$ cat src/hw/rtl/adx_pkg.sv
`default_nettype none
package adx_pkg;
   localparam int PRICE_BITS  = 32;
   localparam int SUM_BITS    = 48;
   localparam int OUT_BITS    = 23;
   localparam int SEED_BITS   = 31;
   localparam int IDX_BITS    = 9;
   localparam int PERIOD_BITS = 8;
   localparam int DVD_BITS    = 71;
   localparam int CNT_BITS    = 7;

   localparam logic [OUT_BITS-1:0] HUNDRED_Q = 23'd6553600;
   localparam logic [SUM_BITS-1:0] SUM_MAX   = {SUM_BITS{1'b1}};

   // divider command: start pulse and number of dividend bits to walk
   typedef struct packed {
      logic                start;
      logic [CNT_BITS-1:0] nbits;
   } div_cmd_type;
endpackage
`default_nettype wire

$ cat src/hw/rtl/wilder_adx_directional_index.sv
// Wilder average directional index, one price bar per beat.
// req_ channel: one bar per beat, tdata = {close, low, high}, see port comments,
// tuser flags the first bar of a new series (all running state is cleared).
// rsp_ channel: one result beat per bar with DI+, DI-, ADX and their valid flags.
// csr_ channel: writes the smoothing period (0 acts as 1); take it while idle.
// Flow: a bar is accepted only when the engine is idle and
// runs through a sequencer around one shared bit-serial divider. Bar zero
// goes from the decode step straight to the output step. A later bar
// uses up to three 48-bit sum divisions (none while seeding), up to three
// 71-bit percentage divisions (skipped when the denominator is 0 or the
// ratio reaches 100), at most one ADX division (31-bit seed, 32-bit smoothing),
// plus the accept, decode and output steps; a new bar is taken after the output step.
// The divider walks one dividend bit per cycle, so the dividend widths set each division's run.
// The result sits in an output register, so a new bar can be computed while
// the previous result waits; the sequencer holds at its last step only if
// that register is still full when the next result is ready.
// Reset (synchronous, active high) clears all series state, sets the
// period to 14 and drops rsp_tvalid. A stalled receiver holds rsp_ stable.
`default_nettype none
module wilder_adx_directional_index (
   input  wire logic        clock,
   input  wire logic        reset,
   input  wire logic        req_tvalid,
   output logic             req_tready,
   input  wire logic [95:0] req_tdata,   // bar_high, bar_low, bar_close
   input  wire logic        req_tuser,   // series_start
   output logic             rsp_tvalid,
   input  wire logic        rsp_tready,
   output logic [71:0]      rsp_tdata,   // di_plus, di_minus, adx_value, zero pad
   output logic [1:0]       rsp_tuser,   // di_valid, adx_valid
   input  wire logic        csr_valid,
   output logic             csr_ready,
   input  wire logic [7:0]  csr_data     // smoothing_period
);
   typedef enum logic [3:0] {
      S_IDLE, S_CALC, S_SUMGO, S_PCTGO, S_PCTMUL, S_ADXGO, S_DSTART, S_DWAIT, S_FIN
   } state_type;

   typedef enum logic [1:0] {PH_SUM, PH_PCT, PH_ADX} phase_type;

   state_type state_ff;
   phase_type phase_ff;

   logic [adx_pkg::PERIOD_BITS-1:0] period_ff;
   logic [adx_pkg::PRICE_BITS-1:0]  hi_ff, lo_ff, cl_ff, ph_ff, pl_ff, pc_ff;
   logic [adx_pkg::PRICE_BITS-1:0]  tr_ff, pm_ff, mm_ff;
   logic [adx_pkg::IDX_BITS-1:0]    idx_ff;
   logic [adx_pkg::SUM_BITS-1:0]    trs_ff, pms_ff, mms_ff;
   logic [adx_pkg::SEED_BITS-1:0]   seed_ff;
   logic [adx_pkg::OUT_BITS-1:0]    adx_ff, dip_ff, dim_ff, dx_ff;
   logic                            adx_ok_ff;
   logic [1:0]                      k_ff;
   logic [adx_pkg::SUM_BITS-1:0]    num_ff;

   logic [adx_pkg::DVD_BITS-1:0]    dvd_ff;
   logic [adx_pkg::SUM_BITS-1:0]    dsr_ff;
   logic [adx_pkg::CNT_BITS-1:0]    nb_ff;
   adx_pkg::div_cmd_type            cmd;
   logic                            div_done;
   logic [adx_pkg::DVD_BITS-1:0]    div_q;

   logic                            rsp_v_ff;
   logic [71:0]                     rsp_d_ff;
   logic [1:0]                      rsp_u_ff;

   // period and index bounds
   logic [adx_pkg::PERIOD_BITS-1:0] p;
   logic [adx_pkg::IDX_BITS-1:0]    p_x, p2, p2m1;
   logic                            seeding, di_ok;
   logic [adx_pkg::IDX_BITS:0]      idx_inc;

   always_comb begin
      p       = (period_ff == '0) ? 8'd1 : period_ff;
      p_x     = {1'b0, p};
      p2      = {p, 1'b0};
      p2m1    = p2 - 9'd1;
      seeding = (idx_ff <= p_x);
      di_ok   = (idx_ff >= p_x) && (idx_ff != '0);
      idx_inc = {1'b0, idx_ff} + 10'd1;
   end

   // true range and directional movement
   logic signed [32:0] up_s, dn_s, r1_s, r2_s, r3_s, tr_s;
   always_comb begin
      up_s = $signed({1'b0, hi_ff}) - $signed({1'b0, ph_ff});
      dn_s = $signed({1'b0, pl_ff}) - $signed({1'b0, lo_ff});
      r1_s = $signed({1'b0, hi_ff}) - $signed({1'b0, lo_ff});
      r2_s = $signed({1'b0, hi_ff}) - $signed({1'b0, pc_ff});
      r3_s = $signed({1'b0, lo_ff}) - $signed({1'b0, pc_ff});
      if (r2_s < 0) r2_s = -r2_s;
      if (r3_s < 0) r3_s = -r3_s;
      tr_s = r1_s;
      if (r2_s > tr_s) tr_s = r2_s;
      if (r3_s > tr_s) tr_s = r3_s;
   end

   // selected wilder sum and its new term
   logic [adx_pkg::SUM_BITS-1:0] sum_sel;
   logic [adx_pkg::PRICE_BITS-1:0] x_sel;
   logic [adx_pkg::SUM_BITS-1:0] q_sub;
   logic [adx_pkg::SUM_BITS:0]   sum_raw;
   logic [adx_pkg::SUM_BITS-1:0] sum_in;
   always_comb begin
      case (k_ff)
         2'd0:    begin sum_sel = trs_ff; x_sel = tr_ff; end
         2'd1:    begin sum_sel = pms_ff; x_sel = pm_ff; end
         default: begin sum_sel = mms_ff; x_sel = mm_ff; end
      endcase
      q_sub   = (state_ff == S_DWAIT) ? div_q[adx_pkg::SUM_BITS-1:0] : '0;
      sum_raw = {1'b0, sum_sel} - {1'b0, q_sub} + {17'd0, x_sel};
      sum_in  = sum_raw[adx_pkg::SUM_BITS] ? adx_pkg::SUM_MAX
                                           : sum_raw[adx_pkg::SUM_BITS-1:0];
   end

   // percentage operands
   logic [adx_pkg::OUT_BITS-1:0]   di_diff;
   logic [adx_pkg::OUT_BITS:0]     di_total;
   logic [adx_pkg::SUM_BITS-1:0]   pnum, pden;
   always_comb begin
      di_diff  = (dip_ff > dim_ff) ? dip_ff - dim_ff : dim_ff - dip_ff;
      di_total = {1'b0, dip_ff} + {1'b0, dim_ff};
      case (k_ff)
         2'd0:    begin pnum = pms_ff; pden = trs_ff; end
         2'd1:    begin pnum = mms_ff; pden = trs_ff; end
         default: begin pnum = {25'd0, di_diff}; pden = {24'd0, di_total}; end
      endcase
   end

   // adx update terms
   logic [adx_pkg::SEED_BITS-1:0] seed_in;
   logic [31:0]                   smooth_in;
   logic [31:0]                   adx_q;
   always_comb begin
      seed_in   = seed_ff + {8'd0, dx_ff};
      smooth_in = 32'(adx_ff * (p - 8'd1)) + {9'd0, dx_ff};
      adx_q     = div_q[31:0];
   end

   assign cmd.start = (state_ff == S_DSTART);
   assign cmd.nbits = nb_ff;

   adx_div u_div (
      .clock    (clock),
      .reset    (reset),
      .cmd      (cmd),
      .dividend (dvd_ff),
      .divisor  (dsr_ff),
      .done     (div_done),
      .quotient (div_q)
   );

   logic                        accept;
   logic                        out_free;
   logic [adx_pkg::OUT_BITS-1:0] pct_res;
   assign accept   = req_tvalid && req_tready;
   assign out_free = !rsp_v_ff || rsp_tready;
   assign pct_res  = div_q[adx_pkg::OUT_BITS-1:0];

   // period register
   always_ff @(posedge clock) begin
      if (reset) begin
         period_ff <= 8'd14;
      end else if (csr_valid) begin
         period_ff <= csr_data;
      end
   end

   // sequencer, series state and output register
   always_ff @(posedge clock) begin
      if (reset) begin
         state_ff  <= S_IDLE;
         phase_ff  <= PH_SUM;
         rsp_v_ff  <= 1'b0;
         ph_ff     <= '0;
         pl_ff     <= '0;
         pc_ff     <= '0;
         idx_ff    <= '0;
         trs_ff    <= '0;
         pms_ff    <= '0;
         mms_ff    <= '0;
         seed_ff   <= '0;
         adx_ff    <= '0;
         adx_ok_ff <= 1'b0;
         k_ff      <= '0;
      end else begin
         // the output step reloads the register itself when it drains
         if (rsp_v_ff && rsp_tready && state_ff != S_FIN) rsp_v_ff <= 1'b0;
         case (state_ff)
            S_IDLE: begin
               if (accept) begin
                  hi_ff     <= req_tdata[31:0];
                  lo_ff     <= req_tdata[63:32];
                  cl_ff     <= req_tdata[95:64];
                  dip_ff    <= '0;
                  dim_ff    <= '0;
                  adx_ok_ff <= 1'b0;
                  if (req_tuser) begin
                     ph_ff   <= '0;
                     pl_ff   <= '0;
                     pc_ff   <= '0;
                     idx_ff  <= '0;
                     trs_ff  <= '0;
                     pms_ff  <= '0;
                     mms_ff  <= '0;
                     seed_ff <= '0;
                     adx_ff  <= '0;
                  end
                  state_ff <= S_CALC;
               end
            end
            S_CALC: begin
               tr_ff <= tr_s[31:0];
               pm_ff <= (up_s > dn_s && up_s > 0) ? up_s[31:0] : '0;
               mm_ff <= (dn_s > up_s && dn_s > 0) ? dn_s[31:0] : '0;
               k_ff  <= '0;
               state_ff <= (idx_ff == '0) ? S_FIN : S_SUMGO;
            end
            S_SUMGO: begin
               if (seeding) begin
                  case (k_ff)
                     2'd0:    trs_ff <= sum_in;
                     2'd1:    pms_ff <= sum_in;
                     default: mms_ff <= sum_in;
                  endcase
                  if (k_ff == 2'd2) begin
                     k_ff     <= '0;
                     state_ff <= di_ok ? S_PCTGO : S_FIN;
                  end else begin
                     k_ff <= k_ff + 2'd1;
                  end
               end else begin
                  dvd_ff   <= {sum_sel, 23'd0};
                  dsr_ff   <= {40'd0, p};
                  nb_ff    <= 7'd48;
                  phase_ff <= PH_SUM;
                  state_ff <= S_DSTART;
               end
            end
            S_PCTGO: begin
               if (pden == '0 || pnum >= pden) begin
                  case (k_ff)
                     2'd0:    dip_ff <= (pden == '0) ? '0 : adx_pkg::HUNDRED_Q;
                     2'd1:    dim_ff <= (pden == '0) ? '0 : adx_pkg::HUNDRED_Q;
                     default: dx_ff  <= (pden == '0) ? '0 : adx_pkg::HUNDRED_Q;
                  endcase
                  if (k_ff == 2'd2) begin
                     state_ff <= S_ADXGO;
                  end else begin
                     k_ff <= k_ff + 2'd1;
                  end
               end else begin
                  num_ff   <= pnum;
                  dsr_ff   <= pden;
                  state_ff <= S_PCTMUL;
               end
            end
            S_PCTMUL: begin
               // 100 * num, then 16 fraction bits below it
               dvd_ff   <= {55'(num_ff * 7'd100), 16'd0};
               nb_ff    <= 7'd71;
               phase_ff <= PH_PCT;
               state_ff <= S_DSTART;
            end
            S_ADXGO: begin
               dsr_ff   <= {40'd0, p};
               phase_ff <= PH_ADX;
               if (idx_ff <= p2m1) begin
                  seed_ff <= seed_in;
                  if (idx_ff == p2m1) begin
                     dvd_ff   <= {seed_in, 40'd0};
                     nb_ff    <= 7'd31;
                     state_ff <= S_DSTART;
                  end else begin
                     state_ff <= S_FIN;
                  end
               end else begin
                  dvd_ff   <= {smooth_in, 39'd0};
                  nb_ff    <= 7'd32;
                  state_ff <= S_DSTART;
               end
            end
            S_DSTART: begin
               state_ff <= S_DWAIT;
            end
            S_DWAIT: begin
               if (div_done) begin
                  case (phase_ff)
                     PH_SUM: begin
                        case (k_ff)
                           2'd0:    trs_ff <= sum_in;
                           2'd1:    pms_ff <= sum_in;
                           default: mms_ff <= sum_in;
                        endcase
                        if (k_ff == 2'd2) begin
                           k_ff     <= '0;
                           state_ff <= di_ok ? S_PCTGO : S_FIN;
                        end else begin
                           k_ff     <= k_ff + 2'd1;
                           state_ff <= S_SUMGO;
                        end
                     end
                     PH_PCT: begin
                        case (k_ff)
                           2'd0:    dip_ff <= pct_res;
                           2'd1:    dim_ff <= pct_res;
                           default: dx_ff  <= pct_res;
                        endcase
                        if (k_ff == 2'd2) begin
                           state_ff <= S_ADXGO;
                        end else begin
                           k_ff     <= k_ff + 2'd1;
                           state_ff <= S_PCTGO;
                        end
                     end
                     default: begin
                        adx_ff    <= (adx_q > {9'd0, adx_pkg::HUNDRED_Q}) ?
                                     adx_pkg::HUNDRED_Q : adx_q[adx_pkg::OUT_BITS-1:0];
                        adx_ok_ff <= 1'b1;
                        state_ff  <= S_FIN;
                     end
                  endcase
               end
            end
            S_FIN: begin
               if (out_free) begin
                  rsp_v_ff <= 1'b1;
                  rsp_d_ff <= {3'd0, (adx_ok_ff ? adx_ff : 23'd0), dim_ff, dip_ff};
                  rsp_u_ff <= {adx_ok_ff, di_ok};
                  ph_ff    <= hi_ff;
                  pl_ff    <= lo_ff;
                  pc_ff    <= cl_ff;
                  idx_ff   <= (idx_inc < {1'b0, p2}) ? idx_inc[adx_pkg::IDX_BITS-1:0] : p2;
                  state_ff <= S_IDLE;
               end
            end
            default: state_ff <= S_IDLE;
         endcase
      end
   end

   assign req_tready = (state_ff == S_IDLE);
   assign csr_ready  = 1'b1;
   assign rsp_tvalid = rsp_v_ff;
   assign rsp_tdata  = rsp_d_ff;
   assign rsp_tuser  = rsp_u_ff;
endmodule
`default_nettype wire

$ cat src/hw/rtl/adx_div.sv
`default_nettype none
// restoring divider, one quotient bit per cycle, dividend left aligned
module adx_div (
   input  wire logic                              clock,
   input  wire logic                              reset,
   input  wire adx_pkg::div_cmd_type              cmd,
   input  wire logic [adx_pkg::DVD_BITS-1:0]      dividend,
   input  wire logic [adx_pkg::SUM_BITS-1:0]      divisor,
   output logic                                   done,
   output logic [adx_pkg::DVD_BITS-1:0]           quotient
);
   logic [adx_pkg::DVD_BITS-1:0] work_ff;
   logic [adx_pkg::SUM_BITS-1:0] rem_ff;
   logic [adx_pkg::CNT_BITS-1:0] cnt_ff;
   logic                         busy_ff;
   logic                         done_ff;
   logic [adx_pkg::SUM_BITS:0]   trial;
   logic [adx_pkg::SUM_BITS:0]   diff;
   logic                         qbit;

   always_comb begin
      trial = {rem_ff, work_ff[adx_pkg::DVD_BITS-1]};
      diff  = trial - {1'b0, divisor};
      qbit  = (trial >= {1'b0, divisor});
   end

   always_ff @(posedge clock) begin
      if (reset) begin
         busy_ff <= 1'b0;
         done_ff <= 1'b0;
         cnt_ff  <= '0;
      end else begin
         // pulse after the last quotient bit
         done_ff <= !cmd.start && busy_ff && (cnt_ff == 7'd1);
         if (cmd.start) begin
            busy_ff <= 1'b1;
            cnt_ff  <= cmd.nbits;
         end else if (busy_ff) begin
            cnt_ff <= cnt_ff - 1'b1;
            if (cnt_ff == 7'd1) begin
               busy_ff <= 1'b0;
            end
         end
      end
   end

   always_ff @(posedge clock) begin
      if (cmd.start) begin
         work_ff <= dividend;
         rem_ff  <= '0;
      end else if (busy_ff) begin
         work_ff <= {work_ff[adx_pkg::DVD_BITS-2:0], qbit};
         rem_ff  <= qbit ? diff[adx_pkg::SUM_BITS-1:0] : trial[adx_pkg::SUM_BITS-1:0];
      end
   end

   assign done     = done_ff;
   assign quotient = work_ff;
endmodule
`default_nettype wire

$ cat config.mk
export PLATFORM = sky130hd
export DESIGN_NAME = wilder_adx_directional_index
export DESIGN_NICKNAME = d
export VERILOG_FILES = /design/src/hw/rtl/adx_pkg.sv /design/src/hw/rtl/wilder_adx_directional_index.sv /design/src/hw/rtl/adx_div.sv
export SDC_FILE = /design/constraint.sdc
export NUM_CORES = 2
export LEC_CHECK = 0
export ABC_AREA = 0
export BUFFER_PORTS_ARGS = -buffer_cell sky130_fd_sc_hd__buf_2
export CAP_MARGIN = 20
export CORE_AREA = 2 2 289 577
export DETAILED_ROUTE_END_ITERATION = 10
export DIE_AREA = 0 0 291 579
export SETUP_SLACK_MARGIN = 0.5
export SLEW_MARGIN = 15
export SYNTH_ARGS = -nofsm -noshare
export SYNTH_HDL_FRONTEND = slang
export SYNTH_SLANG_ARGS = --single-unit
export TNS_END_PERCENT = 10
$ cat constraint.sdc
create_clock -name clock -period 11.55 [get_ports clock]
set_input_delay 0 -clock clock [delete_from_list [all_inputs] [get_ports clock]]
set_output_delay 0 -clock clock [all_outputs]
set_load 0.02 [all_outputs]
==> impl_metrics.py <==
metrics = {
    "setup_path": {
        "path_max_fanout": 34,
        "worst-endpoint-arrival_ns": 10.13,
        "crit_type": "reg -> reg",
        "cp_data_required_time_ns": 11.98,
        "end_kind": "register",
        "slowest_stage": "o21ai_0",
        "cp-start-kind": "register",
        "crit_top_cell": "o21ai_0",
        "cpPeakStageDelay_ns": 0.63,
    },
    "die": {
        "die_h_um": 579,
        "start_util_pct": 44.7,
        "die_area_um2": 168000,
        "die_w_um": 291,
        "rows": 211,
        "ios": 187,
        "core-area_um2": 164000,
    },
    "sta": {
        "slew_headroom_pct": 23.3,
        "finClkSkew_ns": 0.0456,
        "setup_viol": 0,
        "tns_ns": 0,
        "fmax_mhz": 103,
        "finalHoldViolCount": 0,
        "rsz0062_at_grt": "no",
        "min_period_over_period_pct": 83.9,
        "worst_pin_slew_ns": 1.15,
        "drv_slew": 0,
        "min_period_ns": 9.70,
    },
    "pwr": {
        "p_leak_nw": 35.6,
        "finalPower_mw": 20.3,
        "power_density_nw_per_um2": 247,
        "vdd_ir_drop_max_v": 0.000278,
    },
    "clock_tree": {
        "clkLatencyLatePin_ns": 0.73,
        "post_cts_resized": 0,
        "cts_tree": "yes",
        "clockRootBuffer": "clkbuf_16",
        "htreeDepth": 3,
        "path_clk_slew_ns": 0.07,
        "cts_sinks": 935,
        "numCtsBuffers": 91,
        "cts_buffer_depth": 3,
    },
    "route": {
        "drc": 0,
        "detail-route-antenna-nets": 0,
        "dr.pass1.iters": 6,
        "drt_iter0_drc": 5180,
        "routedWlPerCell_um": 23.2,
        "drt-total-wl_mm": 247,
        "drt-vias-per-instance": 5.77,
        "num_vias": 61600,
    },
    "grt": {
        "grt_start_max_net_pins": 104,
        "grt_pass1_vias": 60100,
        "overflow": 0,
        "antenna_found_initial": 5,
        "grt_util_all_layers_pct": 28.9,
        "grt_pass1_wl_mm": 374,
    },
    "synth": {
        "synth.distinct_cells": 112,
        "synth_ff_type": "edfxtp_1",
        "synth_warnings": 0,
        "synth_edf_count": 557,
        "synthCells": 8241,
        "ys_ff_latch": 935,
        "syn_avg_cell_area_um2": 8.92,
        "synth.yosys.seq_area_share_pct": 33.0,
        "syn_area_um2": 73500,
        "async_flop_share_pct": 0,
    },
    "placement": {
        "dpl.hpwl_mm": 190,
        "place_congestion": 0.984,
        "port_buffers": 182,
    },
    "cells_and_area": {
        "fin_nets": 9599,
        "drive_above_1_share_pct": 6.28,
        "syn_to_final_growth_pct": 11.6,
        "fin_util_pct": 49.9,
        "n_fill_cell": 15500,
    },
    "run": {
        "cap_violations": 0,
    },
    "worst_hold_path": {
        "hp-class": "in -> reg",
    },
    "outcome": {
        "status": "complete, no violations",
    },
}
-- repair_timing --
action                                 4_1_cts  5_1_grt
hold buffers                               210        0
setup buffers                                0        0
endpoints found under the hold margin      154        0
setup endpoints to repair                    0        0
-- cells by family (layout without fill, tap and decap cells) --
group	Yosys count	after routing	share of synthesized area, %
XOR/XNOR	420	420	5.02
AND/OR/NAND/NOR	2501	2501	15.8
flip-flops	935	935	33.0
other	2	7	0.0102
AO/OA/AOI/OAI	2145	2145	19.2
multiplexers	66	66	0.907
buffers and inverters	1139	1430	5.87
adder cells (fa/ha/maj)	1033	1033	20.2
-- state kept, by name, summed over array words and instances (netlist names), 32 cells and up --
| signal | count |
|---|---|
| u_div.quotient | 71 |
| rsp_tdata | 69 |
| dvd_ff | 53 |
| dsr_ff | 48 |
| mms_ff | 48 |
| num_ff | 48 |
| pms_ff | 48 |
| trs_ff | 48 |
| u_div.rem_ff | 48 |
| cl_ff | 32 |
| hi_ff | 32 |
| lo_ff | 32 |
| mm_ff | 32 |
| pc_ff | 32 |
| ph_ff | 32 |
| pl_ff | 32 |
| pm_ff | 32 |
| tr_ff | 32 |
-- routing by layer --
| layer | share of wire [%] | up-vias | GRT usage [%] |
|---|---|---|---|
| met4 | 4.8 | 4 | 12.7 |
| met2 | 46 | 2084 | 47.6 |
| met5 | 0.011 | - | 0 |
| met1 | 43 | 29600 | 38.0 |
| li1 | - | 29500 | - |
| met3 | 6.0 | 440 | 3.88 |
-- synthesized netlist by cell type (65+ instances only) --
library cell	n	share of area, %
clkbuf_1	300	1.5
nand2b_1	142	1.2
fa_1	253	6.9
a31oi_1	65	0.55
edfxtp_1	557	23
xnor2_1	239	2.8
nand3_1	144	0.98
a22o_1	134	1.6
o21ai_0	472	3.2
inv_1	787	4.0
nor2b_1	117	1.0
a21o_1	219	2.2
nor3_1	108	0.74
and2_1	100	0.85
a21oi_1	568	3.9
nor2_1	552	2.8
xor2_1	179	2.1
and3_1	82	0.70
dfxtp_1	378	10
a211oi_1	84	0.86
ha_1	780	13
nand2_1	1011	5.2
nand4_1	77	0.66
a22oi_1	118	1.2
-- layout make-up --
cell class | instances | area, um2 | area share [%]
multi-input combinational | 6169 | 45100 | 55.0
sequential | 935 | 24300 | 29.6
timing repair buffer | 468 | 3640 | 4.44
inverter | 791 | 2970 | 3.62
tap | 2130 | 2670 | 3.25
clock buffer | 112 | 2460 | 2.99
clock inverter | 59 | 907 | 1.11
antenna | 3 | 7.51 | 0.00915
-- power breakdown --
| group | internal (mW) | switching (mW) |
|---|---|---|
| clock network | 1.95 | 1.49 |
| logic | 4.29 | 8.03 |
| registers | 4.17 | 0.343 |
| total | 10.4 | 9.87 |
-- through the flow --
step / worst slack (ns) / area, um2 / hold slack [ns] / cells
2_1_floorplan: 3.40 / 73500 / 0.0989 / 8243
3_3_place_gp: 2.13 / 76600 / 0.176 / 10300
3_5_place_dp: 1.96 / 76600 / 0.178 / 10300
4_1_cts: 1.92 / 82000 / 0.00258 / 10700
5_1_grt: 0.891 / 82100 / 0.0333 / 10700
6_report: 1.85 / 82100 / 0.0421 / 10700
-- critical path, delay by kind of cell (launching register included) --
| family | cells | cell delay, ns |
|---|---|---|
| multiplexers | 1 | 0.12 |
| AND/OR/NAND/NOR | 12 | 2.45 |
| buffers and inverters | 3 | 0.95 |
| AO/OA/AOI/OAI | 14 | 3.78 |
| XOR/XNOR | 3 | 0.50 |
| adder cells (fa/ha/maj) | 3 | 1.07 |
| flip-flops | 1 | 0.53 |
-- worst paths after layout --
| path | from | to | slack [ns] | depth (start not counted) |
|---|---|---|---|---|
| max | hi_ff[1] | tr_ff[2] | 1.85 | 36 |
| min | req_tdata[66] | cl_ff[2] | 0.04 | 2 |
| max reg2reg | hi_ff[1] | tr_ff[2] | 1.85 | 36 |
| min reg2reg | pl_ff[16] | pl_ff[16] | 0.46 | 2 |
-- placed cells by master, fill, tap and decap left out, types with 134 or more instances in the layout --
cell type / count
a21oi_1: 566
a21o_1: 219
nand2b_1: 141
nor2_1: 543
dfxtp_1: 377
dlygate4sd3_1: 210
xnor2_1: 237
inv_1: 785
o21ai_0: 471
buf_2: 181
a22o_1: 134
nand3_1: 144
xor2_1: 179
nand2_1: 1008
edfxtp_1: 557
ha_1: 778
fa_1: 253
Power figures use the tool's default switching activity.
